[src/rtl/core/prdt_pkg.sv]
// ----------------------------------------------------------------------------
// prdt_pkg
// Types and codes shared by the prescaled reload down timer.
// ----------------------------------------------------------------------------
package prdt_pkg;

  localparam int unsigned DATA_W = 16;
  localparam int unsigned PSC_W  = 16;

  // action codes
  localparam logic [1:0] ACT_TICK  = 2'd0;
  localparam logic [1:0] ACT_READ  = 2'd1;
  localparam logic [1:0] ACT_WRITE = 2'd2;

  // register selects
  localparam logic [2:0] REG_CTRL  = 3'd0;
  localparam logic [2:0] REG_PSC   = 3'd1;
  localparam logic [2:0] REG_ARR   = 3'd2;
  localparam logic [2:0] REG_CNT   = 3'd3;
  localparam logic [2:0] REG_EGR   = 3'd4;
  localparam logic [2:0] REG_SR    = 3'd5;
  localparam logic [2:0] REG_IER   = 3'd6;

  // control register bit positions
  localparam int unsigned CTRL_EN_BIT  = 0;
  localparam int unsigned CTRL_OPM_BIT = 3;
  localparam int unsigned CTRL_DIR_BIT = 4;

  typedef struct packed {
    logic [1:0]        action;
    logic [2:0]        reg_select;
    logic [DATA_W-1:0] write_data;
  } in_item_t;

  typedef struct packed {
    logic [DATA_W-1:0] read_data;
    logic              update_pending;
    logic              irq;
    logic              running;
  } out_item_t;

endpackage

[src/rtl/core/prescaled_reload_down_timer.sv]
// ----------------------------------------------------------------------------
// prescaled_reload_down_timer
// Prescaled reload timer driven by a stream of tick / read / write words.
// ----------------------------------------------------------------------------
//  channel | signals                         | word
//  --------+---------------------------------+-----------------------------
//  in      | in_valid, in_ready, in_data     | action, reg_select, data
//  out     | out_valid, out_ready, out_data  | read_data, flags, running
//
//  One word per clock while the output is not stalled; each word passes the
//  input register, then the register update and result register in one pass.
//  Synchronous reset clears the timer registers, reload goes to all ones.
//  A stalled output holds its word; the input register still takes a new
//  word whenever its content moves on in the same cycle.
// ----------------------------------------------------------------------------
module prescaled_reload_down_timer import prdt_pkg::*; #(
  parameter int unsigned COUNTER_WIDTH = 16
) (
  input  logic      clk,
  input  logic      rst,
  input  logic      in_valid,
  output logic      in_ready,
  input  in_item_t  in_data,
  output logic      out_valid,
  input  logic      out_ready,
  output out_item_t out_data
);

  logic      s1_valid;
  in_item_t  s1_item;
  out_item_t exec_result;
  logic      advance;

  assign advance  = s1_valid && (!out_valid || out_ready);
  assign in_ready = !s1_valid || advance;

  always_ff @(posedge clk) begin
    if (rst) begin
      s1_valid <= 1'b0;
    end else if (in_ready) begin
      s1_valid <= in_valid;
    end
  end

  always_ff @(posedge clk) begin
    if (in_ready && in_valid) begin
      s1_item <= in_data;
    end
  end

  always_ff @(posedge clk) begin
    if (rst) begin
      out_valid <= 1'b0;
    end else if (advance) begin
      out_valid <= 1'b1;
    end else if (out_ready) begin
      out_valid <= 1'b0;
    end
  end

  always_ff @(posedge clk) begin
    if (advance) begin
      out_data <= exec_result;
    end
  end

  prdt_core #(
    .COUNTER_WIDTH (COUNTER_WIDTH)
  ) u_core (
    .clk    (clk),
    .rst    (rst),
    .commit (advance),
    .item   (s1_item),
    .result (exec_result)
  );

endmodule

[src/rtl/core/prdt_core.sv]
// ----------------------------------------------------------------------------
// prdt_core
// Timer register file and the update for one bus word, taken on commit.
// ----------------------------------------------------------------------------
module prdt_core import prdt_pkg::*; #(
  parameter int unsigned COUNTER_WIDTH = 16
) (
  input  logic      clk,
  input  logic      rst,
  input  logic      commit,
  input  in_item_t  item,
  output out_item_t result
);

  logic                     enable_bit,        enable_bit_next;
  logic                     one_pulse_bit,     one_pulse_bit_next;
  logic                     count_down_bit,    count_down_bit_next;
  logic [PSC_W-1:0]         prescale_value,    prescale_value_next;
  logic [PSC_W-1:0]         prescale_count,    prescale_count_next;
  logic [COUNTER_WIDTH-1:0] reload_value,      reload_value_next;
  logic [COUNTER_WIDTH-1:0] count_value,       count_value_next;
  logic                     update_flag,       update_flag_next;
  logic                     update_irq_enable, update_irq_enable_next;
  logic [DATA_W-1:0]        rd;
  logic                     wrapped;

  always_ff @(posedge clk) begin
    if (rst) begin
      enable_bit        <= 1'b0;
      one_pulse_bit     <= 1'b0;
      count_down_bit    <= 1'b0;
      prescale_value    <= '0;
      prescale_count    <= '0;
      reload_value      <= '1;
      count_value       <= '0;
      update_flag       <= 1'b0;
      update_irq_enable <= 1'b0;
    end else if (commit) begin
      enable_bit        <= enable_bit_next;
      one_pulse_bit     <= one_pulse_bit_next;
      count_down_bit    <= count_down_bit_next;
      prescale_value    <= prescale_value_next;
      prescale_count    <= prescale_count_next;
      reload_value      <= reload_value_next;
      count_value       <= count_value_next;
      update_flag       <= update_flag_next;
      update_irq_enable <= update_irq_enable_next;
    end
  end

  always_comb begin
    enable_bit_next        = enable_bit;
    one_pulse_bit_next     = one_pulse_bit;
    count_down_bit_next    = count_down_bit;
    prescale_value_next    = prescale_value;
    prescale_count_next    = prescale_count;
    reload_value_next      = reload_value;
    count_value_next       = count_value;
    update_flag_next       = update_flag;
    update_irq_enable_next = update_irq_enable;
    rd                     = '0;
    wrapped                = 1'b0;

    case (item.action)
      ACT_TICK: begin
        if (enable_bit) begin
          if (prescale_count >= prescale_value) begin
            prescale_count_next = '0;
            if (count_down_bit) begin
              if (count_value == '0) begin
                count_value_next = reload_value;
                wrapped          = 1'b1;
              end else begin
                count_value_next = count_value - 1'b1;
              end
            end else begin
              if (count_value >= reload_value) begin
                count_value_next = '0;
                wrapped          = 1'b1;
              end else begin
                count_value_next = count_value + 1'b1;
              end
            end
          end else begin
            prescale_count_next = prescale_count + 1'b1;
          end
        end
        if (wrapped) begin
          update_flag_next = 1'b1;
          if (one_pulse_bit) begin
            enable_bit_next = 1'b0;
          end
        end
      end
      ACT_READ: begin
        case (item.reg_select)
          REG_CTRL: begin
            rd[CTRL_EN_BIT]  = enable_bit;
            rd[CTRL_OPM_BIT] = one_pulse_bit;
            rd[CTRL_DIR_BIT] = count_down_bit;
          end
          REG_PSC: rd = prescale_value;
          REG_ARR: rd = DATA_W'(reload_value);
          REG_CNT: rd = DATA_W'(count_value);
          REG_SR:  rd = DATA_W'(update_flag);
          REG_IER: rd = DATA_W'(update_irq_enable);
          default: rd = '0;
        endcase
      end
      ACT_WRITE: begin
        case (item.reg_select)
          REG_CTRL: begin
            enable_bit_next     = item.write_data[CTRL_EN_BIT];
            one_pulse_bit_next  = item.write_data[CTRL_OPM_BIT];
            count_down_bit_next = item.write_data[CTRL_DIR_BIT];
          end
          REG_PSC: prescale_value_next = item.write_data;
          REG_ARR: reload_value_next   = COUNTER_WIDTH'(item.write_data);
          REG_CNT: count_value_next    = COUNTER_WIDTH'(item.write_data);
          REG_EGR: begin
            if (item.write_data[0]) begin
              count_value_next    = count_down_bit ? reload_value : '0;
              prescale_count_next = '0;
              update_flag_next    = 1'b1;
            end
          end
          // writing 0 clears the flag, 1 leaves it
          REG_SR:  update_flag_next       = update_flag & item.write_data[0];
          REG_IER: update_irq_enable_next = item.write_data[0];
          default: ;
        endcase
      end
      default: ;
    endcase
  end

  assign result.read_data      = rd;
  assign result.update_pending = update_flag_next;
  assign result.irq            = update_flag_next & update_irq_enable_next;
  assign result.running        = enable_bit_next;

endmodule

[config.mk]
export PLATFORM = sky130hd
export DESIGN_NAME = prescaled_reload_down_timer
export DESIGN_NICKNAME = d
export VERILOG_FILES = /design/src/rtl/core/prdt_pkg.sv /design/src/rtl/core/prescaled_reload_down_timer.sv /design/src/rtl/core/prdt_core.sv
export SDC_FILE = /design/constraint.sdc
export NUM_CORES = 1
export LEC_CHECK = 0
export BUFFER_PORTS_ARGS = -buffer_cell sky130_fd_sc_hd__buf_2
export CELL_PAD_IN_SITES_DETAIL_PLACEMENT = 0
export CELL_PAD_IN_SITES_GLOBAL_PLACEMENT = 1
export CORE_ASPECT_RATIO = 0.6
export CORE_UTILIZATION = 50
export DETAILED_ROUTE_END_ITERATION = 12
export GPL_TIMING_DRIVEN = 0
export MAX_ROUTING_LAYER = met4
export PLACE_DENSITY = 0.83
export RECOVER_POWER = 50
export SLEW_MARGIN = 20
export SYNTH_ARGS = -nofsm -noshare
export SYNTH_HDL_FRONTEND = slang
export SYNTH_SLANG_ARGS = --single-unit
[constraint.sdc]
create_clock -name clk -period 7.5 [get_ports clk]
set_input_delay 0.375 -clock clk [delete_from_list [all_inputs] [get_ports clk]]
set_output_delay 0.375 -clock clk [all_outputs]
set_load 0.01 [all_outputs]
==> key figures, run 1 <==
Timing
  – Worst setup margin: around 3.8 ns
  – Clock skew: 0.0104 ns
  – # setup viols final: 0
  – Max-slew violations: 22
  – Slew margin rel.: -0.0459
  – Hold Worst Slack: between 0.15 and 0.2 ns
  – Slew of the pin with the lowest slew margin: 1.57 ns
  – Period utilization: 0.492
  – RSZ-0062 raised after global routing: no
  – Fmax: between 200 and 300 MHz
  – Final min period: between 3 and 4 ns
  – Setup TNS: 0 ns
  – Final Hold Vio Count: 0

Critical path
  – CP delay by family, top: compound AO/OA/AOI/OAI gates
  – Slowest cell on crit path: nor2_1
  – Critical Path Source: u_core.count_value[0]
  – Buf+Inv Stages, Crit Path: 2
  – Reg2Reg Launch Point: u_core.count_value[0]
  – Crit Path Max Fanout: 9
  – CP required: approximately 7.8 ns
  – Crit. End Element: flop
  – Critical path's largest stage delay: about 0.70 ns
  – CP Launch Type: flop
  – Critical path class: reg2reg
  – CP cell instances: clkbuf_1, inv_1, ha_1, nand2b_1, a2111o_1, a31oi_1, o211ai_1, nor2_1, a21oi_1, o32ai_1
  – Worst Path Arrival: roughly 4 ns

Clock network
  – CTS buffer count: 9
  – Clk pin slew, worst setup/hold paths: ~0.08 ns
  – Post-cts sizing count: 0
  – Number of setup buffers added after CTS: 0
  – TritonCTS clock tree: done
  – Clock buffer depth: 2
  – CTS Root Cell: clkbuf_16
  – Clock sink count: ~110
  – CTS H-Tree Depth: 3
  – Clock Latency Late Sink: 0.36 ns
  – CTS Hold Bufs: 0

Hold path
  – Hold_sp: in_data[5]
  – Hold WC Path Type: in2reg

Finish
  – Layout Nets: between 800 and 900
  – Layout cells sized above 1: 0.0763
  – Fillers: between 1k and 1.5k
  – Multi-input gate area: ~0.0034 mm2
  – Commonest non-fill, non-tap cell in the layout: nand2_1
  – Number of diodes: 0
  – Layout area overhead: 11.0%
  – Commonest non-fill, non-tap cells in the layout: 102 x nand2_1, 71 x dfxtp_1, 69 x nor2_1
  – Register cell area after layout: ~0.0026 mm2

Synth
  – Ys async rst share: 0
  – Mapped cell area: between 0.006 and 0.007 mm2
  – Number of synthesized register bits: roughly 110
  – Largest family of logic cells by synthesized area: simple AND/OR/NAND/NOR gates
  – Synth warn: 0
  – Synth area leader: dfxtp_1
  – Yosys top cell area share: 0.220
  – Synth Area in Simple Gates: 0.205
  – Mux contribution to synthesized area: 0.0259
  – Post-Syn Instances: approximately 750
  – Post-synthesis compound-gate area fraction: 0.192
  – Xor and xnor area share after synthesis: 0.0379
  – Synth cell types: 63
  – Synth Net Count: between 800 and 900
  – Avg Inst Size Synth: about 8.6 um2
  – Post-synth EDFFs: 40
  – Top_reg_cell synth: dfxtp_1
  – Adder-Cell Fraction of Synth Area: 0.0678
  – Seq/Total Area, Yosys: 0.406
  – Top cells by area, synth: dfxtp_1 22%, edfxtp_1 19%, ha_1 6.8%, nand2_1 5.9%, a21oi_1 4.1%

Global routing
  – Total global-route track usage: 0.324
  – GR Overflow Total: 0
  – First-pass GRT wire length: 31800 um
  – Vias in the first global route: approximately 5.7k
  – Initial antenna violation count: 0
  – Largest net degree at the start of global routing: 24

Floorplanning
  – Die Width: roughly 150 um
  – Initial core utilization: 0.524
  – Die ar.: 0.0134 mm2
  – Core Box Area: roughly 0.012 mm2
  – I/O pin count: 46
  – DIE HEIGHT: ~90 um
  – FP Rows: 31

Placed design
  – Routability cong.: 0.917
  – Pre-CTS WS: roughly 4.0 ns
  – I/O Buffers: 44
  – Detailed Place HPWL: 15500 um

Power and ir drop
  – Power Internal: roughly 940 uW
  – Worst vdd ir: 0.0922 mV
  – Clock group share of total power: 0.398
  – NetSw: approximately 340 uW
  – Sw Ratio: 0.266
  – Sequential share of power: 0.505
  – P_leak: approximately 0.0027 uW
  – PwrDens: about 180 mW/mm2
  – Logic pwr share: 0.097

Run
  – Max cap viols: 1

Routing
  – DRT iter0 DRCs: about 650
  – Vias post-DR: 6091
  – DRC: 0
  – DRT Pass-1 Iters: 5
  – Total wire length: just over 20000 um
  – Final ANT Viol Nets: 0
  – Avg WL per Cell: 20.9 um
  – Vias per std cell: approximately 6.2

Outcome
  – Status: complete, but fails checks
  – Violated checks: max-capacitance violations, max-slew violations
power by group through the flow:
stage               combinational [uW]  sequential [uW]  clock, uW
finish                             125              649        512
global route                       134              650        534
detailed placement                 122              662          0
CTS                                123              648        513
floorplan                         76.1              661          0
global placement                   121              662          0
final timing paths:
path / to / slack (ns) / cells past startpoint
worst max-delay path: u_core.count_value[14] / 3.81 / 10
worst min-delay path: s1_item[5] / 0.18 / 1
worst max register to register: u_core.count_value[14] / 3.81 / 10
worst min register to register: u_core.prescale_value[5] / 0.49 / 2
sequential cells by signal, summed over array words and instances, names as in the netlist:
| register | count |
|---|---|
| s1_item | 21 |
| out_data | 19 |
| u_core.count_value | 16 |
| u_core.prescale_count | 16 |
| u_core.prescale_value | 16 |
| u_core.reload_value | 16 |
| out_valid | 1 |
| s1_valid | 1 |
| u_core.count_down_bit | 1 |
| u_core.enable_bit | 1 |
| u_core.one_pulse_bit | 1 |
| u_core.update_flag | 1 |
| u_core.update_irq_enable | 1 |
cell usage after synthesis, types with 9 or more instances:
cell type,instances
xnor2_1,22
ha_1,35
mux2i_1,10
a21oi_1,53
and3_1,9
edfxtp_1,40
nand3_1,23
nor2_1,69
nor2b_1,10
a22oi_1,16
nand4_1,13
dfxtp_1,71
o211ai_1,20
inv_1,51
nor3_1,17
o32ai_1,10
nand2_1,102
clkbuf_1,39
o21ai_0,30
metal layers:
metal  global-route usage  part of all wire
met1                0.478              0.49
met2                0.450              0.41
met5                    -                 0
met4               0.0884             0.017
met3               0.0569             0.088
cell families (layout without fill, tap and decap cells):
logic type | after synthesis | in the layout
buffers and inverters | 104 | 164
xor gates and xnor gates | 28 | 28
muxes | 13 | 13
and+or+nand+nor | 279 | 279
DFF | 111 | 111
adders and majority gates | 35 | 35
AOI/OAI and AO/OA | 183 | 183
final cells by class:
| type | count | area share |
|---|---|---|
| Multi-Input combinational cell | 538 | 0.476 |
| Sequential cell | 111 | 0.365 |
| Buffer | 53 | 0.0329 |
| Clock buffer | 9 | 0.0314 |
| Tap cell | 165 | 0.0288 |
| Timing Repair Buffer | 44 | 0.0270 |
| Inverter | 51 | 0.0267 |
| Clock inverter | 7 | 0.0113 |
through the flow:
stage / utilization / instances / cell area, um2 / total power [uW]
6_report: 0.582 / 978 / 7180 / 1290
5_1_grt: 0.582 / 978 / 7180 / 1320
4_1_cts: 0.583 / 978 / 7200 / 1280
3_5_place_dp: 0.559 / 962 / 6890 / 784
3_3_place_gp: 0.559 / 962 / 6890 / 783
2_1_floorplan: - / 753 / 6460 / 737
No activity file was read; power rests on OpenSTA's default activity.
==> run 2, diff against run 1 <==
Settings changed: CORE_UTILIZATION 50 to 46, PLACE_DENSITY 0.83 to 0.77.
Clock period 7.5 ns to 3.4 ns, I/O delays scaled along.
==> key figures, run 2 (synthesis gave the netlist of run 1 again) <==
Critical path
  – Buf+Inv Stages, Crit Path: 2 (unchanged)
  – Crit. End Element: flop (unchanged)
  – CP required: 3.62 ns (was 7.76 ns)
  – Crit Path Max Fanout: 10 (was 9)
  – Critical path's largest stage delay: 0.94 ns (was 0.70 ns)
  – Slowest cell on crit path: nor2b_1 (was nor2_1)
  – CP delay by family, top: simple AND/OR/NAND/NOR gates (was compound AO/OA/AOI/OAI gates)
  – CP Launch Type: flop (unchanged)
  – CP cell instances: clkbuf_1, nor2b_1, clkbuf_1, nand3_1, nor2_1, mux2i_1, nor2_1 (was clkbuf_1, inv_1, ha_1, nand2b_1, a2111o_1, a31oi_1, o211ai_1, nor2_1, a21oi_1, o32ai_1)
  – Critical path class: reg2reg (unchanged)
  – Worst Path Arrival: 3.45 ns (was 3.95 ns)

Finish
  – Max reg flops: 21 (unchanged)
  – Top flop regs: s1_item: 21 flops, out_data: 19 flops (unchanged)
  – Multi-input gate area: 0.00343 mm2 (was 0.00342 mm2)
  – Final cell count without fillers: 1026 (was 978)
  – Layout area overhead: 15.0% (was 11.0%)
  – Layout Nets: 889 (was 868)
  – Fillers: 1290 (was 1167)
  – Commonest non-fill, non-tap cell in the layout: nand2_1 (unchanged)
  – Register cell area after layout: 0.00262 mm2 (unchanged)
  – Number of diodes: 0 (unchanged)
  – Final core utilization: 0.544 (was 0.582)
  – Biggest register: s1_item (unchanged)
  – Layout cells sized above 1: 0.0767 (was 0.0763)
  – Commonest non-fill, non-tap cells in the layout: 102 x nand2_1, 71 x dfxtp_1, 68 x nor2_1 (was 102 x nand2_1, 71 x dfxtp_1, 69 x nor2_1)

Routing
  – Final ANT Viol Nets: 0 (unchanged)
  – DRT Pass-1 Iters: 5 (unchanged)
  – Avg WL per Cell: 20.0 um (was 20.9 um)
  – Vias post-DR: 6092 (was 6091)
  – Vias per std cell: 5.94 (was 6.23)
  – Total wire length: 20500 um (was 20400 um)
  – DRT iter0 DRCs: 622 (was 653)
  – DRC: 0 (unchanged)

Timing
  – RSZ-0062 raised after global routing: no (unchanged)
  – Final Hold Vio Count: 0 (unchanged)
  – Max-slew violations: 22 (unchanged)
  – Period utilization: 0.950 (was 0.492)
  – Final min period: 3.23 ns (was 3.69 ns)
  – Clock skew: 0.00940 ns (was 0.0104 ns)
  – Slew margin rel.: -0.0759 (was -0.0459)
  – Fmax: 310 MHz (was 271 MHz)
  – Setup TNS: 0 ns (unchanged)
  – # setup viols final: 0 (unchanged)
  – Slew of the pin with the lowest slew margin: 1.61 ns (was 1.57 ns)

Floorplanning
  – Core Box Area: 0.0137 mm2 (was 0.0123 mm2)
  – Die ar.: 0.0145 mm2 (was 0.0134 mm2)
  – FP Rows: 33 (was 31)
  – Initial core utilization: 0.473 (was 0.524)
  – I/O pin count: 46 (unchanged)
  – DIE HEIGHT: 93.8 um (was 90.1 um)
  – Die Width: 155 um (was 149 um)

Global routing
  – Initial antenna violation count: 0 (unchanged)
  – GR Overflow Total: 0 (unchanged)
  – Vias in the first global route: 5817 (was 5709)
  – Total global-route track usage: 0.300 (was 0.324)
  – Largest net degree at the start of global routing: 24 (unchanged)
  – First-pass GRT wire length: 31600 um (was 31800 um)

Clock network
  – TritonCTS clock tree: done (unchanged)
  – Clk pin slew, worst setup/hold paths: 0.08 ns (about the same)
  – Clock Latency Late Sink: 0.36 ns (about the same)
  – Number of setup buffers added after CTS: 0 (unchanged)
  – CTS buffer count: 9 (unchanged)
  – CTS H-Tree Depth: 3 (unchanged)
  – Clock sink count: 111 (unchanged)
  – Clock buffer depth: 2 (unchanged)
  – CTS Root Cell: clkbuf_16 (unchanged)

Run
  – Max cap viols: 1 (unchanged)

Placed design
  – Detailed Place HPWL: 15400 um (was 15500 um)
  – Placed insts: 989 (was 962)
  – I/O Buffers: 44 (unchanged)
  – Routability cong.: 0.938 (was 0.917)

Outcome
  – Violated checks: max-capacitance violations, max-slew violations (unchanged)
  – Status: complete, but fails checks (unchanged)

Power and ir drop
  – PwrDens: 383 mW/mm2 (was 179 mW/mm2)
  – P_leak: 0.00283 uW (was 0.00274 uW)
  – Worst vdd ir: 0.237 mV (was 0.0922 mV)

Hold path
  – Hold WC Path Type: in2reg (unchanged)
run 2: through the flow:
| step | hold slack, ns | area [um2] | setup WS (ns) | power, uW |
|---|---|---|---|---|
| 3_3_place_gp | 0.346 | 6920 | 0.0358 | 1720 |
| 6_report | 0.0370 | 7430 | 0.170 | 2850 |
| 3_5_place_dp | 0.348 | 6920 | -0.0255 | 1730 |
| 2_1_floorplan | 0.269 | 6460 | 0.786 | 1630 |
| 5_1_grt | 0.0622 | 7430 | 0.0275 | 2930 |
| 4_1_cts | 0.0308 | 7440 | 0.0855 | 2860 |
run 2: layout make-up:
| type | instances | share of cell area |
|---|---|---|
| Multi-Input combinational cell | 538 | 0.462 |
| Sequential cell | 111 | 0.353 |
| Timing Repair Buffer | 65 | 0.0542 |
| Tap cell | 192 | 0.0323 |
| Buffer | 53 | 0.0322 |
| Clock buffer | 9 | 0.0303 |
| Inverter | 51 | 0.0258 |
| Clock inverter | 7 | 0.0106 |
run 2: worst paths after layout:
kind | endpoint | from | depth (start not counted) | slack [ns]
worst min register to register | u_core.prescale_value[15] | u_core.prescale_value[15] | 2 | 0.48
worst max-delay path | u_core.update_irq_enable | s1_item[20] | 7 | 0.17
worst min-delay path | s1_valid | in_valid | 3 | 0.04
worst max register to register | u_core.update_irq_enable | s1_item[20] | 7 | 0.17
run 2: power breakdown:
group | total [uW] | switching (uW) | internal (uW)
logic | 295 | 190 | 105
clock network | 1120 | 540 | 583
registers | 1430 | 23.4 | 1410
run 2: timing repair:
item                                    CTS  global route
endpoints found under the setup margin    4            12
hold buffers                             21             0
endpoints found under the hold margin    21             0
resized for setup                         1             5
run 2: tightest hold or removal path, stage by stage:
cell and delay [ns]:
buf_2 0.09, a21oi_1 0.03, nor2_1 0.07
run 2: metal layers:
metal,part of all wire,GRT usage
met5,0,-
met4,0.013,0.0701
met3,0.082,0.0530
met2,0.42,0.433
met1,0.49,0.433
